**src/rtl/cinst_pkg.sv**
```systemverilog
// Package for the case-insensitive name set table.
// Holds sizes, request codes, status codes and the sequencer state type.
// No dependencies.
package cinst_pkg;

    localparam int TABLE_ENTRIES = 1024;
    localparam int ADDR_W        = $clog2(TABLE_ENTRIES);
    localparam int CHAR_W        = 8;
    localparam int NAME_CHARS    = 15;
    localparam int HEAD_W        = 64;
    localparam int TAIL_W        = 56;
    localparam int NAME_W        = HEAD_W + TAIL_W;
    localparam int WORD_W        = NAME_W + 1;
    localparam int LEN_W         = 6;
    localparam int REQ_W         = 2;
    localparam int STATUS_W      = 3;

    localparam logic [ADDR_W-1:0] LAST_ADDR = ADDR_W'(TABLE_ENTRIES - 1);

    localparam logic [REQ_W-1:0] REQ_LOOKUP = 2'd0;
    localparam logic [REQ_W-1:0] REQ_INSERT = 2'd1;
    localparam logic [REQ_W-1:0] REQ_REMOVE = 2'd2;

    typedef enum logic [STATUS_W-1:0] {
        STAT_ADDED      = 3'd0,
        STAT_LISTED     = 3'd1,
        STAT_NOT_LISTED = 3'd2,
        STAT_FULL       = 3'd3,
        STAT_BAD_LEN    = 3'd4,
        STAT_REMOVED    = 3'd5
    } status_t;

    typedef enum logic [2:0] {
        S_CLEAR,
        S_IDLE,
        S_SCAN,
        S_RESP
    } state_t;

endpackage

```
**src/rtl/cinst_fold.sv**
```systemverilog
// Name normaliser: masks characters beyond the length and folds A-Z to a-z.
// Depends on cinst_pkg.
module cinst_fold (
    input  logic [cinst_pkg::HEAD_W-1:0] name_head,
    input  logic [cinst_pkg::TAIL_W-1:0] name_tail,
    input  logic [cinst_pkg::LEN_W-1:0]  name_length,
    output logic [cinst_pkg::NAME_W-1:0] name_fold
);
    import cinst_pkg::*;

    logic [NAME_W-1:0] name_raw;

    assign name_raw = {name_tail, name_head};

    always_comb begin
        logic [CHAR_W-1:0] c;
        name_fold = '0;
        for (int i = 0; i < NAME_CHARS; i++) begin
            c = name_raw[i*CHAR_W +: CHAR_W];
            if (LEN_W'(i) >= name_length) begin
                c = '0;
            end else if (c inside {[8'h41:8'h5A]}) begin
                c = c + 8'h20;
            end
            name_fold[i*CHAR_W +: CHAR_W] = c;
        end
    end

endmodule

```
**config.mk**
```make
export PLATFORM = sky130hd
export DESIGN_NAME = cinst_fold
export DESIGN_NICKNAME = d
export VERILOG_FILES = /design/src/rtl/cinst_pkg.sv /design/src/rtl/cinst_fold.sv
export SDC_FILE = /design/constraint.sdc
export NUM_CORES = 1
export LEC_CHECK = 0
export BUFFER_PORTS_ARGS = -buffer_cell sky130_fd_sc_hd__buf_2
export CELL_PAD_IN_SITES_DETAIL_PLACEMENT = 1
export CELL_PAD_IN_SITES_GLOBAL_PLACEMENT = 2
export CORE_MARGIN = 5
export CORE_UTILIZATION = 13
export DETAILED_ROUTE_END_ITERATION = 8
export PLACE_DENSITY = 0.77
export SYNTH_ARGS = -nofsm -noshare
export SYNTH_HDL_FRONTEND = slang
export SYNTH_SLANG_ARGS = --single-unit
```
**constraint.sdc**
```tcl
create_clock -name vclk -period 1.6
set_clock_uncertainty 0.15 [all_clocks]
set_input_delay 0.08 -clock vclk [all_inputs]
set_output_delay 0.08 -clock vclk [all_outputs]
set_load 0.02 [all_outputs]
```
==> results.txt, run 1 <==
The run finished with clean final reports. Vertical extent of the die: 131.2 um. Filler-free cell count of the finished design: 761.

After synthesis, the largest area contributor takes up 19.33% of total cell area. From synthesis to final layout, the design area changed by 99.41%. The number of nets with antenna violations after detailed routing was 0. Routability-driven placement finished with a final weighted congestion of 0.8363. The floorplan step defined a die boundary enclosing 17,210 um2.

In the global route stage, overall resource usage came out at 11.49%. In the final layout, flip-flops and latches occupy 0 um2. In the routed design, unresolved DRC markers number 0. For this block, the via count after detailed routing is 3,366.

The pin slew with the least headroom to its limit was 0.3371 ns; the cell row count was 44. The repair_antennas step left the layout with diodes totalling 0. In this run, the number of DRC markers left after iteration 0 of detailed routing was 68. The tools report the startpoint type of the worst setup path as an input port. Of the cells placed in the final design, the portion with a size suffix greater than 1 is 55.98%. The via count of the first global-routing pass is 3,555, and the number of top-level design ports is 246.

Setup violations remaining at the end of the flow were counted as 0. Measured along the x axis, the die boundary spans 131.2 um. There are 0 flip-flops and latches. Yosys printed 0 warnings. The worst setup path is captured at an output pin. Across the run, the number of max-cap violations was 0. For this run, the share of the core covered by cells in the final layout is 26.30%. The cell taking the most area after synthesis is and2_1. Total power for the finished layout comes to 0.001257 W. The ratio of total power to cell area works out to 330.0 nW/um2. Clock buffers in the final layout number 0. Once placement completed, the tool counted placed cells totaling 757. Of all nets on the critical path, the largest fanout is 3. The first TritonRoute pass finished after 4 iterations. After layout, the worst path uses 97.68% of the clock period.

The final layout contains routed wiring with a total length of 11,220 um. The number of antenna violations at the first check in global routing was 0; the number of different library cells in the post-synthesis netlist was 39. Number of buffers added on ports: 246. The initial standard-cell utilization of the core was 13.19%; the highest clock frequency the design can meet was 639.8 MHz. The setup path with the least slack is of type input port to output pin. The first-pass GRT wire length was 17,360 um. Leaving out fill and tap cells, the most frequent cells in the layout are buf_2 (238), and2_1 (59), nor2_1 (32), buf_4 (32), nand2_1 (30). The mapped netlist covers 1909 um2. Static leakage: 1.925 nW. The min-delay analysis places its worst path in the category input port to output pin. The area inside the core boundary is 14,480 um2. The total overflow left after global routing is 0. IR analysis of the VDD net gives a maximum drop of 0.00009349 V.

Sequential elements use 0% of the synthesized area. When the netlist entered floorplanning its net count stood at 448. Headroom to the max-slew limit came out at 77.32%.

Data on the critical path arrives at its endpoint at 1.33 ns. STA puts the critical path data required time at 1.37 ns. After the last flow step, the layout net total stands at 720. The number of endpoints with negative hold slack in the final report is 0, and the gate count after technology mapping is 307.

The library cell used most frequently in the layout, excluding fill and tap cells, is buf_2. The routed via count divided by cell count is 4.423. Setup repair after global routing could not meet its margin everywhere. The post-synthesis average cell area is 6.219 um2, and the clock period minus final worst setup slack is 1.563 ns. Sorting the synthesized cells by area gives the leading types as and2_1 (19%), ha_1 (9.8%), nor2_1 (7.1%).

The max-slew violation count is 0, and the maximum number of pins on one net before global-route repair is 10. The HPWL after detailed placement is 10,230 um. In the final routed layout, each cell accounts on average for 14.74 um. Adding up every negative setup slack in the final design gives 0 ns.
-- kinds of logic after synthesis --
kind of cell	synth area share, %
buffers and inverters	2.359
AND/OR/NAND/NOR	60.81
AO/OA/AOI/OAI	27.00
adder cells (fa/ha/maj)	9.830
-- critical path, cell delays in order --
cell     delay, ns
buf_2         0.10
or4_4         0.54
o22ai_4       0.19
nor2_2        0.07
o21ba_2       0.19
buf_2         0.16
-- layout make-up --
type | count | area (um2)
Inverter | 5 | 18.77
Tap cell | 184 | 230.2
Timing Repair Buffer | 274 | 1485
Multi-Input combinational cell | 298 | 2073
Fill cell | 1883 | 10670
-- power by group --
group / leakage, nW / switching [W] / total [W] / internal [W]
combinational: 1.92 / 0.000728 / 0.00126 / 0.000528
sequential: 0 / 0 / 0 / 0
clock: 0 / 0 / 0 / 0
total: 1.92 / 0.000728 / 0.00126 / 0.000528
-- metal layers --
layer	vias up	wire length, um	track usage, %
met1	1570	4323	12.36
met4	0	55	0.4619
li1	1657	-	-
met2	135	6065	23.73
met3	4	772	2.332
met5	-	0	0
-- Yosys cell counts --
| library cell | number |
|---|---|
| or3b_2 | 2 |
| and2_4 | 1 |
| a21o_1 | 2 |
| nand2b_1 | 1 |
| nor4_1 | 6 |
| o311a_1 | 1 |
| nor4b_1 | 1 |
| or4_1 | 13 |
| a21oi_1 | 20 |
| or3_1 | 2 |
| inv_1 | 5 |
| and2_2 | 5 |
| nand3_1 | 6 |
| nor2_1 | 36 |
| nand3b_1 | 8 |
| o31ai_1 | 2 |
| a41oi_1 | 1 |
| o211a_1 | 1 |
| nor3b_1 | 5 |
| ha_1 | 15 |
| nor2b_1 | 16 |
| o2bb2ai_1 | 1 |
| o22ai_1 | 11 |
| o21ba_2 | 2 |
| nand2_1 | 34 |
| o32ai_1 | 1 |
| a31oi_1 | 2 |
| nor3_1 | 7 |
| or2_2 | 2 |
| o21ai_0 | 7 |
| and2_1 | 59 |
| a22o_1 | 5 |
| nor4_4 | 1 |
| o21a_1 | 15 |
| a21boi_0 | 5 |
| buf_6 | 1 |
| buf_2 | 3 |
| nand4_1 | 1 |
| o221ai_1 | 1 |
-- metrics by stage --
step	setup WS [ns]	area (um2)	hold WS, ns
2_1_floorplan	0.03578	1919	0.1320
3_3_place_gp	-0.1302	3535	0.3309
3_5_place_dp	-0.1216	3535	0.3502
4_1_cts	0.005631	3665	0.3514
5_1_grt	-0.006578	3807	0.3664
6_report	0.03712	3807	0.3452
-- repair_timing --
action | CTS | global route
hold buffers | 0 | 0
gates resized for setup | 19 | 37
setup endpoints to repair | 44 | 42
buffers inserted | 3 | 1
pin swaps | 1 | 12
endpoints found under the hold margin | 0 | 0
-- final timing paths --
path | endpoint | depth (start not counted) | slack [ns] | start
max | name_fold[31] | 6 | 0.04 | name_head[28]
min | name_fold[93] | 3 | 0.35 | name_tail[31]
No activity file was read; power rests on OpenSTA's default activity.
==> run 2, diff against run 1 <==
ABC_AREA = 1   (was unset)
PLACE_DENSITY = 0.78   (was 0.77)
SLEW_MARGIN = 20   (was unset)
==> results.txt, run 2 <==
The floorplan step defined a die boundary enclosing 19,700 um2. The run gives 1.37 ns as the required arrival time at the worst endpoint. The logs give 0 for the count of flip-flops and latches and 0 for the max-slew violation count. The gate count after technology mapping was 504; the width of the chip was 140.4 um. By instance count, the leading cell after synthesis is inv_1. The logs give 0 for the leftover overflow at the end of global routing and 11,070 um for the post-DP HPWL. The vertical extent of the die works out to 140.4 um. On the worst path, the slowest cell contributes a delay of 0.21 ns.

After synthesis, the most frequently instantiated cells are inv_1 (146), nor2_1 (125), nand2_1 (121). The net count of the finished layout is 901, and the static leakage is 2.682 nW. The post-synthesis average cell area is 4.384 um2. The tool flagged a number of max-cap violations equal to 0.

The multi-input combinational cells in the finished layout cover a total of 1663 um2. The run gives 0 as the number of antenna violations at the first check in global routing. The number of antenna diodes came out at 0. The number of hold buffers added after CTS is 0. Before antenna repair, the detailed router went through 4 iterations. The worst path arrival time was 1.28 ns. Ranked by total cell area, the synthesized netlist is headed by inv_1 (25%), nor2_1 (21%), nand2_1 (21%). The worst path in the final design needs a cycle of 1.512 ns, including I/O delays and setup.

The pin slew with the least headroom to its limit came out at 0.2738 ns. The tools report the number of DRC violations after detailed-routing iteration 0 as 85. Summing all flip-flop and latch instances after layout gives 0 um2. Of all nets on the critical path, the largest fanout is 8. The global routing usage summed across all routing layers is 10.93%.

Leaving out fill and tap cells, the most frequent cell in the layout is buf_2. The flow ran to the end, and the final reports show no timing, DRC or antenna violations. The first element of the critical path is name_length[4]. The tools report the element type at the critical path end as an output pin.

The completed layout was analyzed and its total power is 0.001160 W. The tools report the yosys synthesis warning count as 0. The post-placement cell area is 3789 um2. Traced cell by cell, the critical path runs through buf_2, nor2_4, nand2_4, nor2_1, buf_4, buf_4, nor2_1, o21ai_0, inv_1, buf_2. The total area inside the core boundary comes to 16,640 um2. After synthesis the cells add up to 2210 um2.

Total number of vias: 3,803. The min-delay analysis places its worst path in the category input port to output pin. The number of nets with antenna violations after detailed routing was 0. At the end of routability-driven placement, the weighted congestion stood at 0.7867. After detailed routing, the average wire length per cell comes to 12.11 um. The count of buffers added on input and output ports is 246.

The worst-case IR drop observed on VDD is 0.00007433 V. In the routed design, unresolved DRC markers number 0. Cells with a size suffix above 1 make up 34.96% of the layout. The first global-routing pass estimated 18,600 um of wire.

The run gives 0 as the total setup violations reported at the end of the flow. By startpoint and endpoint, the worst setup path is classified as input port to output pin. The clock buffer instance count of the final layout was 0; the ratio of total power to cell area was 305.6 nW/um2. The endpoint of the most critical setup path is name_fold[30]. The startpoint type of the worst setup path was an input port. The cell row count came out at 47. Entering global routing, the biggest net connects 9 pins. Derived from the worst setup path, the maximum achievable clock frequency is 661.5 MHz. Once the floorplan was initialized, standard cells occupied 13.28% of the core.

The critical path's slowest cell was nor2_4. 246 I/O pins were placed. For this run, the register share of the synthesized area comes to 0%. Counting distinct cell types in the post-synthesis netlist gives 17. From synthesis to final layout, the design area changed by 71.86%. For this block, the routed nets add up to 11,840 um of wire. The share of Yosys cell area claimed by the top area cell type was 24.80%. The total negative slack is 0 ns.

The tools report the headroom to the max-slew limit as 81.70%. Setup repair after global routing left no endpoint under its margin. The final instance area was 3797 um2.

The routed via count divided by cell count is 3.889. In the layout the commonest cells are buf_2 (246), inv_1 (146), nor2_1 (124), nand2_1 (120), nand3_1 (32). Of the available clock period, the critical path in the final layout requires 94.48%.

The post-synthesis net count is 645. The tools report the number of endpoints with negative hold slack in the final report as 0. The via count of the first global-routing pass is 3,769. The largest total area in the synthesized netlist belongs to inv_1.

Worst slack on hold paths: 0.3322 ns. Counting the fill cells in the layout gives 2,321.
## run 2: cell types whose count changed after synthesis, sizes merged, moves of 11 or more
cell	before	now
o21a	15	1
or4	13	0
o22ai	11	0
nand3	6	32
nor2	36	126
nand2	34	124
and2	65	0
inv	5	146
a21oi	20	31
nand4	1	15
nor2b	16	0
## run 2: critical path: cells and delay by family
kind                   cells  cell delay, ns
buffers and inverters      5            0.63
AOI/OAI and AO/OA          1            0.07
and+or+nand+nor            4            0.48
## run 2: how the worst min path moves through the flow
stage | start | endpoint | slack (ns) | cells past startpoint
2_1_floorplan | name_tail[36] | name_fold[100] | 0.13 | 2
4_1_cts | name_head[10] | name_fold[10] | 0.34 | 4
6_report | name_head[40] | name_fold[40] | 0.33 | 4
3_3_place_gp | name_head[40] | name_fold[40] | 0.33 | 4
5_1_grt | name_head[25] | name_fold[25] | 0.36 | 4
3_5_place_dp | name_head[10] | name_fold[10] | 0.34 | 4
## run 2: timing repair
item / 4_1_cts / 5_1_grt
resized for setup: 0 / 5
setup endpoints to repair: 0 / 24
buffers inserted: 0 / 0
## run 2: layer usage
metal / vias to the layer above / routed length [um] / global-route usage [%]
met5: - / 0 / 0
met4: 0 / 63 / 0.5099
met3: 4 / 959 / 2.556
met2: 125 / 5907 / 20.92
met1: 1670 / 4909 / 12.91
li1: 2004 / - / -
## run 2: logic make-up (layout without fill, tap and decap cells)
logic type | count (synthesis) | count (layout) | share of synthesized area (%)
buf+inv | 147 | 401 | 25.14
fa+ha+maj | 15 | 15 | 8.494
compound gates | 37 | 37 | 8.834
simple gates | 305 | 305 | 57.53
## run 2: per-stage QoR
| stage | setup WS (ns) | instances | utilization [%] |
|---|---|---|---|
| CTS | 0.02175 | 978 | 22.77 |
| detailed placement | 0.02408 | 978 | 22.77 |
| global placement | 0.05938 | 978 | 22.77 |
| floorplan | 0.4578 | 504 | - |
| finish | 0.08834 | 978 | 22.82 |
| global route | 0.005743 | 978 | 22.82 |
## run 2: layout make-up
cell class | instances | area share (%)
multi-input cells | 357 | 43.79
repair buffers | 255 | 34.53
inverters | 146 | 14.43
well taps | 220 | 7.249
## run 2: where the power goes
part / leakage [nW] / total, W / switching (W) / internal, W
Combinational: 2.68 / 0.00116 / 0.000739 / 0.000421
Sequential: 0 / 0 / 0 / 0
Clock: 0 / 0 / 0 / 0
Total: 2.68 / 0.00116 / 0.000739 / 0.000421
